===== src/rtl/core/rgd_pkg.sv =====
// package for the running gcd of differences block: defaults and shared types
package rgd_pkg;

   localparam int DATA_WIDTH_DEFAULT = 32;

   typedef struct packed {
      logic busy;
      logic done;
   } gcd_status_type;

endpackage


===== src/rtl/core/rgd_gcd_unit.sv =====
// iterative binary gcd unit: one compare, subtract or shift step per cycle
module rgd_gcd_unit #(
   parameter int DATA_WIDTH = rgd_pkg::DATA_WIDTH_DEFAULT
) (
   input  logic                   clock,
   input  logic                   reset,
   input  logic                   start,
   input  logic [DATA_WIDTH-1:0]  op_a,
   input  logic [DATA_WIDTH-1:0]  op_b,
   output rgd_pkg::gcd_status_type status,
   output logic [DATA_WIDTH-1:0]  result
);

   localparam int KW = (DATA_WIDTH > 1) ? $clog2(DATA_WIDTH) : 1;

   logic                  busy_ff, busy_in;
   logic [DATA_WIDTH-1:0] a_ff, a_in;
   logic [DATA_WIDTH-1:0] b_ff, b_in;
   logic [KW-1:0]         k_ff, k_in;
   logic                  finish;
   logic                  a_ge_b;
   logic [DATA_WIDTH-1:0] a_minus_b;
   logic [DATA_WIDTH-1:0] b_minus_a;

   assign finish    = busy_ff && ((a_ff == '0) || (b_ff == '0));
   assign a_ge_b    = (a_ff >= b_ff);
   assign a_minus_b = a_ff - b_ff;
   assign b_minus_a = b_ff - a_ff;

   always_comb begin
      busy_in = busy_ff;
      a_in    = a_ff;
      b_in    = b_ff;
      k_in    = k_ff;
      if (start) begin
         busy_in = 1'b1;
         a_in    = op_a;
         b_in    = op_b;
         k_in    = '0;
      end else if (finish) begin
         busy_in = 1'b0;
      end else if (busy_ff) begin
         if (!a_ff[0] && !b_ff[0]) begin
            a_in = a_ff >> 1;
            b_in = b_ff >> 1;
            k_in = k_ff + KW'(1);
         end else if (!a_ff[0]) begin
            a_in = a_ff >> 1;
         end else if (!b_ff[0]) begin
            b_in = b_ff >> 1;
         end else if (a_ge_b) begin
            a_in = a_minus_b >> 1;
         end else begin
            b_in = b_minus_a >> 1;
         end
      end
   end

   always_ff @(posedge clock) begin
      if (reset) begin
         busy_ff <= 1'b0;
      end else begin
         busy_ff <= busy_in;
      end
      a_ff <= a_in;
      b_ff <= b_in;
      k_ff <= k_in;
   end

   assign status.busy = busy_ff;
   assign status.done = finish;
   assign result      = (a_ff | b_ff) << k_ff;

endmodule


===== src/rtl/core/running_gcd_of_differences_top.sv =====
// top level of the running gcd of differences block
//
// req channel: one signed sample per beat, req_last marks the final beat of a set.
// rsp channel: one beat per set, sent after the beat with req_last; rsp_gcd_value
// holds the gcd of the absolute differences of every sample from the first one,
// rsp_all_equal is set (and rsp_gcd_value is zero) when all samples matched.
// Only one sample is in work at a time; req_stall is high while it is.
// The first sample of a set is stored as the reference. A later sample loads its
// difference into the binary gcd unit, which then works through its compare,
// subtract and shift steps; the control sees the unit finish and stores the
// result as the new running gcd.
// The result sits in an output register; a stalled rsp beat holds and the
// next samples are still taken, until another set end has to wait for it.
// Reset (synchronous, active high) drops any set in progress and any
// pending rsp beat.
module running_gcd_of_differences_top #(
   parameter int DATA_WIDTH = rgd_pkg::DATA_WIDTH_DEFAULT
) (
   input  logic                  clock,
   input  logic                  reset,
   input  logic                  req_valid,
   output logic                  req_stall,
   input  logic [DATA_WIDTH-1:0] req_sample,
   input  logic                  req_last,
   output logic                  rsp_valid,
   input  logic                  rsp_stall,
   output logic [DATA_WIDTH-1:0] rsp_gcd_value,
   output logic                  rsp_all_equal
);

   localparam logic [1:0] ST_IDLE = 2'd0;
   localparam logic [1:0] ST_CALC = 2'd1;
   localparam logic [1:0] ST_DONE = 2'd2;

   logic [1:0]            state_ff, state_in;
   logic [DATA_WIDTH-1:0] reference_ff, reference_in;
   logic [DATA_WIDTH-1:0] running_ff, running_in;
   logic                  have_ref_ff, have_ref_in;
   logic                  last_ff, last_in;
   logic                  rsp_valid_ff, rsp_valid_in;
   logic [DATA_WIDTH-1:0] rsp_gcd_ff, rsp_gcd_in;
   logic                  rsp_eq_ff, rsp_eq_in;

   logic                  req_take;
   logic                  out_free;
   logic                  out_load;
   logic                  gcd_start;
   logic [DATA_WIDTH:0]   diff;
   logic [DATA_WIDTH:0]   diff_abs;
   logic [DATA_WIDTH-1:0] gcd_result;
   rgd_pkg::gcd_status_type gcd_status;

   assign req_stall = (state_ff != ST_IDLE);
   assign req_take  = req_valid && !req_stall;
   assign out_free  = !rsp_valid_ff || !rsp_stall;
   assign out_load  = (state_ff == ST_DONE) && last_ff && out_free;
   assign gcd_start = req_take && have_ref_ff;

   // sign-extended difference, then its magnitude
   assign diff     = {req_sample[DATA_WIDTH-1], req_sample}
                   - {reference_ff[DATA_WIDTH-1], reference_ff};
   assign diff_abs = diff[DATA_WIDTH] ? (~diff + (DATA_WIDTH+1)'(1)) : diff;

   rgd_gcd_unit #(
      .DATA_WIDTH(DATA_WIDTH)
   ) u_gcd (
      .clock  (clock),
      .reset  (reset),
      .start  (gcd_start),
      .op_a   (running_ff),
      .op_b   (diff_abs[DATA_WIDTH-1:0]),
      .status (gcd_status),
      .result (gcd_result)
   );

   always_comb begin
      state_in     = state_ff;
      reference_in = reference_ff;
      running_in   = running_ff;
      have_ref_in  = have_ref_ff;
      last_in      = last_ff;
      rsp_valid_in = rsp_valid_ff && rsp_stall;
      rsp_gcd_in   = rsp_gcd_ff;
      rsp_eq_in    = rsp_eq_ff;
      case (state_ff)
         ST_IDLE: begin
            if (req_take) begin
               last_in = req_last;
               if (!have_ref_ff) begin
                  reference_in = req_sample;
                  have_ref_in  = 1'b1;
                  state_in     = ST_DONE;
               end else begin
                  state_in = ST_CALC;
               end
            end
         end
         ST_CALC: begin
            if (gcd_status.done) begin
               running_in = gcd_result;
               state_in   = ST_DONE;
            end
         end
         ST_DONE: begin
            if (!last_ff) begin
               state_in = ST_IDLE;
            end else if (out_free) begin
               rsp_valid_in = 1'b1;
               rsp_gcd_in   = running_ff;
               rsp_eq_in    = (running_ff == '0);
               reference_in = '0;
               running_in   = '0;
               have_ref_in  = 1'b0;
               state_in     = ST_IDLE;
            end
         end
         default: begin
            state_in = ST_IDLE;
         end
      endcase
   end

   always_ff @(posedge clock) begin
      if (reset) begin
         state_ff     <= ST_IDLE;
         reference_ff <= '0;
         running_ff   <= '0;
         have_ref_ff  <= 1'b0;
         last_ff      <= 1'b0;
         rsp_valid_ff <= 1'b0;
      end else begin
         state_ff     <= state_in;
         reference_ff <= reference_in;
         running_ff   <= running_in;
         have_ref_ff  <= have_ref_in;
         last_ff      <= last_in;
         rsp_valid_ff <= rsp_valid_in;
      end
      rsp_gcd_ff <= rsp_gcd_in;
      rsp_eq_ff  <= rsp_eq_in;
   end

   assign rsp_valid     = rsp_valid_ff;
   assign rsp_gcd_value = rsp_gcd_ff;
   assign rsp_all_equal = rsp_eq_ff;

   // gcd unit only restarted when idle
   a_start_idle: assert property (@(posedge clock) disable iff (reset)
      gcd_start |-> !gcd_status.busy)
      else $error("gcd unit started while busy");

   a_done_in_calc: assert property (@(posedge clock) disable iff (reset)
      gcd_status.done |-> (state_ff == ST_CALC))
      else $error("gcd result outside calc state");

   a_equal_zero: assert property (@(posedge clock) disable iff (reset)
      (rsp_valid_ff && rsp_eq_ff) |-> (rsp_gcd_ff == '0))
      else $error("all_equal with nonzero gcd");

   a_set_cleared: assert property (@(posedge clock) disable iff (reset)
      out_load |=> (!have_ref_ff && (running_ff == '0) && rsp_valid_ff))
      else $error("set state not cleared after result");

endmodule


===== config.mk =====
export PLATFORM = sky130hd
export DESIGN_NAME = running_gcd_of_differences_top
export DESIGN_NICKNAME = d
export VERILOG_FILES = /design/src/rtl/core/rgd_pkg.sv /design/src/rtl/core/rgd_gcd_unit.sv /design/src/rtl/core/running_gcd_of_differences_top.sv
export SDC_FILE = /design/constraint.sdc
export NUM_CORES = 1
export LEC_CHECK = 0
export BUFFER_PORTS_ARGS = -buffer_cell sky130_fd_sc_hd__buf_2
export CORE_ASPECT_RATIO = 2
export CORE_MARGIN = 1.5
export CORE_UTILIZATION = 45
export DETAILED_ROUTE_END_ITERATION = 10
export PLACE_DENSITY_LB_ADDON = 0.3
export SYNTH_ARGS = -nofsm -noshare
export SYNTH_HDL_FRONTEND = slang
export SYNTH_HIERARCHICAL = 1
export SYNTH_SLANG_ARGS = --single-unit

===== constraint.sdc =====
create_clock -name clock -period 11.84 [get_ports clock]
set_clock_uncertainty 0.1 [all_clocks]
set_input_delay 1.776 -clock clock [delete_from_list [all_inputs] [get_ports clock]]
set_output_delay 1.776 -clock clock [all_outputs]
set_load 0.005 [all_outputs]

==> flow_metrics.env, run 1 <==
export IMPL_synth_area_per_cell_um2=8.22
export IMPL_syn_inst=1894
export IMPL_grt_max_degree=71
export IMPL_cts_post_setup_buffers_inserted=0
export IMPL_cp_top_family="compound AO/OA/AOI/OAI gates"
export IMPL_wl_per_cell_um=22.1
export IMPL_arrival_ns=5.84
export IMPL_yosysWarningCount=6
export IMPL_sequentialPowerShare=0.287
export IMPL_first_pass_iters=5
export IMPL_gp_congestion=1.04
export IMPL_dp_cells=2311
export IMPL_cp_buffers_inverters=1
export IMPL_cp_start_kind="primary input"
export IMPL_crit_type="primary input to flip-flop"
export IMPL_antenna_found_initial=0
export IMPL_cts_root_buf="clkbuf_16"
export IMPL_start_util=0.455
export IMPL_area_growth_pct=7.57
export IMPL_htree_levels=4
export IMPL_nets=2059
export IMPL_worst_slew_pin_slew_ns=1.25
export IMPL_pin_count=72
export IMPL_maxSlewHeadroom=0.160
export IMPL_cpMaxStageDelayCell="mux2i_2"
export IMPL_cts_num_sinks=172
export IMPL_drv_cap=0
export IMPL_netlist_area_um2=15600
export IMPL_endpoint_kind="flip-flop"
export IMPL_holdWs_ns=0.351
export IMPL_cts_hold_buffers_added=0
export IMPL_drcViolationCount=0
export IMPL_die_height_um=266
export IMPL_cts_tree="done"
export IMPL_drv_slew=0
export IMPL_finalCriticalPeriod_ns=5.74
export IMPL_fillCellCount=3436
export IMPL_p_int_mw=1.49
export IMPL_drt_wl_total_um=51800
export IMPL_grt_pass1_wl_um=79800
export IMPL_hold_viol=0
export IMPL_cts_clk_slew_worst_paths_ns=0.07
export IMPL_diodes=0
export IMPL_vdd_ir_drop_max_mv=0.118
export IMPL_grt_usage=0.293
export IMPL_drtIter0Drc=750
export IMPL_rows=96
export IMPL_cpPeakStageDelay_ns=0.82
export IMPL_fin_tns_setup_ns=0
export IMPL_grt_pass1_vias=14433
export IMPL_crit_top_cell="a21oi_1"
export IMPL_power_per_cell_area_nw_per_um2=159
export IMPL_swShare=0.444
export IMPL_crit_fanout=18
export IMPL_setup_viol=0
export IMPL_path_cells="buf_2, ha_1, nand2_1, o21ai_0, a21oi_1, a31oi_1, a41oi_1, o21ai_1, a21oi_1, nor2b_1, mux2i_2, a21oi_1, xor2_1, nand2_1, o211ai_1"
export IMPL_clock_path_buffers=2
export IMPL_vias_per_cell=6.15
export IMPL_combPwrFrac=0.500
export IMPL_status="finished clean"
export IMPL_die_w_um=135
export IMPL_antenna_left=0
export IMPL_p_clk_frac=0.213
export IMPL_worstSkewPairLatency_ns=0.47
export IMPL_drive_gt1_frac=0.110
export IMPL_dr_total_vias=14399
export IMPL_rsz0062_at_grt="no"
export IMPL_syn_num_nets=2064
export IMPL_p_leak_nw=6.48
export IMPL_final_cells=2343
export IMPL_dp_hpwl_um=41400
export IMPL_required_ns=11.94
export IMPL_hold_class="flip-flop to flip-flop"
export IMPL_cts_buffers=17
export IMPL_switchingPower_mw=1.19
export IMPL_stdcell_area_um2=16800
export IMPL_core_um2=34200
export IMPL_timing_fmax_ghz=0.174
export IMPL_cts_resized=0
export IMPL_io_buffers=71
export IMPL_gr_total_overflow=0
export IMPL_die_area_um2=35800
export IMPL_placed_cell_area_um2=16200
export IMPL_finalCritPeriodShare=0.485
-- path summary, 6_finish.rpt --
| kind | depth (start not counted) | endpoint | startpoint | slack, ns |
|---|---|---|---|---|
| max | 15 | u_gcd/b_ff[29] | req_sample[9] | 6.10 |
| min | 2 | reference_ff[22] | reference_ff[22] | 0.35 |
| max reg2reg | 15 | u_gcd/b_ff[29] | reference_ff[9] | 7.14 |
| min reg2reg | 2 | reference_ff[22] | reference_ff[22] | 0.35 |
-- layout make-up --
cell class / instances / area, µm² / area share
multi-input cells: 1449 / 10100 / 0.604
flip-flops and latches: 172 / 4420 / 0.264
inverters: 160 / 601 / 0.0359
well taps: 441 / 552 / 0.0329
repair buffers: 89 / 490 / 0.0293
clock buffers: 18 / 429 / 0.0256
clock inverters: 14 / 148 / 0.00881
-- layer usage --
layer  global-route usage  part of all wire
met4                0.225             0.079
met3               0.0348             0.033
met1                0.269              0.34
met2                0.569              0.55
met5                    0                 0
-- placed cells by master (no fill, tap or decap), types with 10 or more instances in the layout --
cell type / instances
nor2_1: 185
a21oi_1: 177
inv_1: 149
ha_1: 130
nand2_1: 120
o21ai_0: 104
edfxtp_1: 97
xnor2_1: 89
dfxtp_1: 74
buf_2: 71
a22oi_1: 55
nand3_1: 40
nor4_1: 40
nor3_1: 39
o21ai_1: 30
o21a_1: 30
mux2i_1: 29
xor2_1: 25
a211oi_1: 22
nor2b_1: 20
nand4_1: 20
o21bai_1: 20
o31ai_1: 19
buf_4: 18
clkbuf_16: 17
mux2_2: 16
mux4_2: 16
o22ai_1: 14
nand2b_1: 13
a31oi_1: 12
and2_1: 12
o211ai_1: 11
a21o_1: 10
a221oi_1: 10
-- power groups by stage --
stage	Sequential (mW)	Combinational, mW	Clock [mW]
after floorplan	0.740	0.994	0
after global placement	0.775	1.30	0
after detailed placement	0.776	1.31	0
after CTS	0.763	1.32	0.581
after global routing	0.770	1.45	0.601
final	0.767	1.34	0.569
-- metrics by stage --
step	power, mW	util	worst slack [ns]
2_1_floorplan	1.73	-	6.33
3_3_place_gp	2.07	0.472	5.91
3_5_place_dp	2.08	0.472	5.78
4_1_cts	2.66	0.489	6.27
5_1_grt	2.82	0.489	5.80
6_report	2.67	0.489	6.10
-- registers in the layout, summed over array words and instances, names as in the netlist --
signal	cells
last_ff	1
u_gcd/busy_ff	1
u_gcd/a_ff	32
state_ff	2
running_ff	32
rsp_all_equal	1
have_ref_ff	1
u_gcd/k_ff	5
u_gcd/b_ff	32
reference_ff	32
rsp_gcd_value	32
rsp_valid	1
-- tightest hold or removal path, cell delays in order, from the launching register on --
cell,delay [ns]
dfxtp_1,0.31
nand2_1,0.05
a21oi_1,0.05
Note: power is estimated with default switching activity, not from simulation.
==> run 2, diff against run 1 <==
- ABC_AREA: not set -> 1
- clock period: 11.84 -> 4.65 ns (I/O delays scaled with it)
==> run 2 against run 1 <==
Critical endpoint is now u_gcd/a_ff[31]. Largest power group unchanged. Die area grew 14%. Sequential share of layout area shrank 3.5 points. Routed wire length grew 48%. Clock power grew to 2.6 times the previous value.
==> flow_metrics.env, run 2 <==
export IMPL_status="finished clean"
export IMPL_drtIter0Drc=982
export IMPL_clock_path_buffers=2
export IMPL_finalCriticalPeriod_ns=3.95
export IMPL_cp_start_kind="flip-flop"
export IMPL_cts_hold_buffers_added=0
export IMPL_syn_num_nets=3126
export IMPL_cts_num_sinks=172
export IMPL_drv_slew=0
export IMPL_vias_per_cell=5.40
export IMPL_r2r_cells=11
export IMPL_cpMaxStageDelayCell="edfxtp_1"
export IMPL_path_cells="inv_1, ha_1, nor2_2, nand2_2, clkinv_1, nand4_1, nand3_2, nand2_4, nand2_1, o211a_1, buf_12"
export IMPL_drt_wl_total_um=76900
export IMPL_nets=3170
export IMPL_p_leak_nw=9.91
export IMPL_gr_total_overflow=0
export IMPL_min_to="last_ff"
export IMPL_cts_buffers=17
export IMPL_syn_inst=2956
export IMPL_die_height_um=284
export IMPL_endpoint_kind="flip-flop"
export IMPL_core_um2=38800
export IMPL_cts_post_setup_buffers_inserted=0
export IMPL_holdWs_ns=0.362
export IMPL_start_util=0.458
export IMPL_crit_fanout=24
export IMPL_rows=102
export IMPL_drive_gt1_frac=0.0680
export IMPL_drv_cap=0
export IMPL_required_ns=4.72
export IMPL_antenna_found_initial=4
export IMPL_pin_count=72
export IMPL_yosysWarningCount=6
export IMPL_cts_clk_slew_worst_paths_ns=0.07
export IMPL_hold_class="primary input to flip-flop"
export IMPL_final_common_cell="nand2_1"
export IMPL_rsz0062_at_grt="no"
export IMPL_stdcell_area_um2=19300
export IMPL_grt_usage=0.384
export IMPL_htree_levels=4
export IMPL_r2r_start="u_gcd/a_ff[5]"
export IMPL_worstSkewPairLatency_ns=0.48
export IMPL_cpPeakStageDelay_ns=0.78
export IMPL_r2r_slack_ns=0.70
export IMPL_grt_pass1_wl_um=112000
export IMPL_crit_type="flip-flop to flip-flop"
export IMPL_cts_resized=0
export IMPL_dp_hpwl_um=63400
export IMPL_cts_root_buf="clkbuf_16"
export IMPL_min_delay_path_depth=3
export IMPL_hold_path_startpoint="req_last"
export IMPL_wl_per_cell_um=21.7
export IMPL_cts_tree="done"
export IMPL_fin_tns_setup_ns=0
export IMPL_io_buffers=71
export IMPL_finalCritPeriodShare=0.849
export IMPL_first_pass_iters=5
export IMPL_die_area_um2=40800
export IMPL_grt_pass1_vias=19137
export IMPL_netlist_area_um2=17800
export IMPL_gp_congestion=1.01
export IMPL_r2r_end="u_gcd/a_ff[31]"
export IMPL_fillCellCount=4286
export IMPL_arrival_ns=4.02
export IMPL_totalPowerFinal_mw=14.1
export IMPL_timing_fmax_ghz=0.253
export IMPL_worst_slew_pin_slew_ns=1.38
export IMPL_setup_viol=0
export IMPL_dr_total_vias=19096
export IMPL_drcViolationCount=0
export IMPL_final_cell_mix="1018 x nand2_1, 456 x inv_1, 311 x nor2_1"
export IMPL_synth_area_per_cell_um2=6.01
export IMPL_placed_cell_area_um2=18700
export IMPL_hold_viol=0
export IMPL_antenna_left=0
export IMPL_maxSlewHeadroom=0.0686
export IMPL_power_per_cell_area_nw_per_um2=731
export IMPL_die_w_um=144
export IMPL_vdd_ir_drop_max_mv=0.431
export IMPL_grt_max_degree=57
export IMPL_area_growth_pct=8.56
[run 2: changes by cell type in the layout (fill, tap and decap cells not counted), moves of 29 or more]
cell     previous run  this run
xnor2_1            89         2
o21ai_0           104       166
o21a_1             30         1
nor2_1            185       311
nand3_1            40       163
nand2_1           120      1018
a22oi_1            55         0
inv_1             149       456
[run 2: area by class of cell]
type                       count  area [µm²]  area share
antenna                        4        10.0    0.000519
timing repair buffer         103         621      0.0322
inverter                     471        1770      0.0917
multi-input combinational   2235       11300       0.583
tap                          520         651      0.0337
clock buffer                  17         425      0.0221
sequential                   172        4410       0.229
clock inverter                15         145     0.00752
[run 2: worst max-delay path: cells and delay by family, from the launching register on]
kind,cells,cell delay [ns]
buffers and inverters,3,0.50
AND/OR/NAND/NOR,6,1.36
adder cells (fa/ha/maj),1,0.43
flip-flops,1,0.78
AO/OA/AOI/OAI,1,0.44
[run 2: worst max path at each step]
stage	start	slack, ns	endpoint	depth (start not counted)
6_report	u_gcd/a_ff[5]	0.70	u_gcd/a_ff[31]	11
5_1_grt	u_gcd/a_ff[5]	0.71	u_gcd/a_ff[26]	11
4_1_cts	u_gcd/a_ff[8]	0.91	u_gcd/a_ff[31]	11
3_5_place_dp	req_sample[21]	0.61	u_gcd/b_ff[29]	19
3_3_place_gp	req_sample[21]	0.62	u_gcd/b_ff[27]	19
2_1_floorplan	req_sample[0]	1.44	u_gcd/b_ff[3]	20
[run 2: power by group]
group,total (mW),switching (mW),internal [mW]
combinational,10.1,7.24,2.90
sequential,2.46,0.324,2.14
clock,1.49,0.775,0.715
[run 2: stage by stage]
stage	util	worst slack (ns)	instances
after floorplan	-	1.44	2956
after global placement	0.482	0.617	3500
after detailed placement	0.482	0.612	3500
after CTS	0.497	0.907	3532
after global routing	0.497	0.710	3534
final	0.497	0.700	3537
[run 2: per-layer routing]
layer | wire length (µm) | track usage | part of all wire | up-vias
met5 | 0 | 0 | 0 | -
met4 | 9980 | 0.413 | 0.13 | 0
met3 | 2770 | 0.0567 | 0.036 | 306
met2 | 40000 | 0.709 | 0.52 | 620
met1 | 24200 | 0.325 | 0.31 | 8736
li1 | - | - | - | 9434
==> run 3, diff against run 2 <==
- ABC_AREA: 1 -> 0
- clock period: 4.65 -> 3.5 ns (I/O delays scaled with it)
==> run 3 against run 2 <==
The flow now finishes with violations (setup timing). Worst setup slack got worse by 1.1 ns. Die area down 12%. Critical path depth rose by 4. Global-route usage fell by 6.6 points. Clock power grew 29%. Critical endpoint is now u_gcd/b_ff[31].
==> flow_metrics.env, run 3 (synthesis gave the netlist of run 1 again) <==
export IMPL_io_buffers=71
export IMPL_dp_hpwl_um=46500
export IMPL_status="finished with violations"
export IMPL_worst_slew_pin_slew_ns=0.980
export IMPL_diodes=0
export IMPL_violations="setup timing"
export IMPL_rsz0062_at_grt="yes"
export IMPL_drive_gt1_frac=0.279
export IMPL_maxSlewHeadroom=0.347
export IMPL_grt_max_degree=54
export IMPL_die_height_um=266
export IMPL_nets=2400
export IMPL_setup_viol=31
export IMPL_timing_fmax_ghz=0.259
export IMPL_drtIter0Drc=886
export IMPL_antenna_left=0
export IMPL_core_um2=34200
export IMPL_totalPowerFinal_mw=10.3
export IMPL_gp_congestion=1.05
export IMPL_cts_num_sinks=172
export IMPL_first_pass_iters=5
export IMPL_dr_total_vias=15727
export IMPL_final_common_cell="buf_4"
export IMPL_grt_pass1_vias=15966
export IMPL_power_per_cell_area_nw_per_um2=515
export IMPL_crit_type="flip-flop to flip-flop"
export IMPL_clock_path_buffers=2
export IMPL_drv_slew=0
export IMPL_arrival_ns=3.97
export IMPL_endpoint_kind="flip-flop"
export IMPL_worst_slack_ns=-0.362
export IMPL_fillCellCount=3133
export IMPL_required_ns=3.61
export IMPL_die_w_um=135
export IMPL_final_cell_mix="347 x buf_4, 179 x nor2_1, 165 x a21oi_1"
export IMPL_crit_fanout=4
export IMPL_pin_count=72
export IMPL_hold_viol=0
export IMPL_drcViolationCount=0
export IMPL_final_cells=2684
export IMPL_dp_cells=2636
export IMPL_vias_per_cell=5.86
export IMPL_antenna_found_initial=0
export IMPL_finalCritPeriodShare=1.10
export IMPL_grt_usage=0.319
export IMPL_wl_per_cell_um=21.4
export IMPL_grt_pass1_wl_um=86400
export IMPL_r2r_slack_ns=-0.36
export IMPL_drv_cap=0
export IMPL_hold_class="primary input to flip-flop"
export IMPL_worstSkewPairLatency_ns=0.47
export IMPL_cts_buffers=17
export IMPL_cts_clk_slew_worst_paths_ns=0.07
export IMPL_rows=96
export IMPL_finalCriticalPeriod_ns=3.86
export IMPL_area_growth_pct=28.2
export IMPL_cts_root_buf="clkbuf_16"
export IMPL_start_util=0.455
export IMPL_fin_tns_setup_ns=-7.57
export IMPL_gr_total_overflow=0
export IMPL_p_leak_nw=8.24
export IMPL_cp_start_kind="flip-flop"
export IMPL_cts_tree="done"
export IMPL_die_area_um2=35800
export IMPL_vdd_ir_drop_max_mv=0.403
export IMPL_htree_levels=4
export IMPL_drt_wl_total_um=57400
-- run 3: cell count changes in the layout (fill, tap and decap cells not counted), moves of 73 or more --
cell     previous run  this run
buf_4              30       347
inv_1             456       146
nand2_1          1018       118
nand3_1           163        36
nor2_1            311       179
o21ai_0           166        93
xnor2_1             2        86
-- run 3: cell type report --
cell class	count	area (µm²)	area share
clock buffers	18	429	0.0215
clock inverters	14	151	0.00758
flip-flops and latches	172	4420	0.221
repair buffers	430	3180	0.159
well taps	441	552	0.0276
inverters	160	613	0.0307
multi-input cells	1449	10600	0.532
-- run 3: per-layer routing --
metal	routed length, µm	vias to the layer above	part of all wire	track usage
met5	0	-	0	0
met4	5630	0	0.098	0.259
met3	1530	227	0.027	0.0297
met2	31400	491	0.55	0.625
met1	18900	7480	0.33	0.287
li1	-	7529	-	-
-- run 3: what timing repair did --
item | CTS | global route
buffers inserted | 6 | 7
hold buffers | 0 | 0
endpoints found under the setup margin | 51 | 54
pin swaps | 18 | 33
cloned | 0 | 3
gates resized for setup | 39 | 54
-- run 3: final timing paths --
path                          from          endpoint  cells past startpoint
hold / removal            req_last           last_ff                      3
setup reg to reg   reference_ff[0]    u_gcd/b_ff[31]                     15
hold reg to reg   reference_ff[25]  reference_ff[25]                      2
setup / recovery   reference_ff[0]    u_gcd/b_ff[31]                     15
-- run 3: stage by stage --
stage	worst slack [ns]	util	hold slack [ns]	instance area, µm²
global route	-0.532	0.583	0.250	20000
global placement	-0.702	0.549	0.339	18800
CTS	-0.290	0.573	0.213	19600
detailed placement	-0.772	0.549	0.345	18800
finish	-0.362	0.583	0.219	20000
floorplan	-0.433	-	0.332	15700
-- run 3: report_power, final --
group / leakage [nW] / total (mW) / switching [mW] / internal (mW)
Clock: 0.281 / 1.92 / 0.962 / 0.954
Sequential: 1.52 / 2.49 / 0.132 / 2.36
Combinational: 6.44 / 5.88 / 3.30 / 2.57
Total: 8.24 / 10.3 / 4.40 / 5.88
-- run 3: critical path, stage by stage (launching register included) --
cell and delay (ns):
dfxtp_2 0.35, ha_4 0.14, inv_2 0.03, fa_2 0.33, a21o_1 0.21, a221o_1 0.41, a31o_4 0.28, a211oi_4 0.24
xor2_2 0.19, o211ai_2 0.14, a2111oi_4 0.31, nand3_2 0.19, o31a_1 0.32, a21oi_2 0.13, xor2_1 0.08, and2_1 0.15
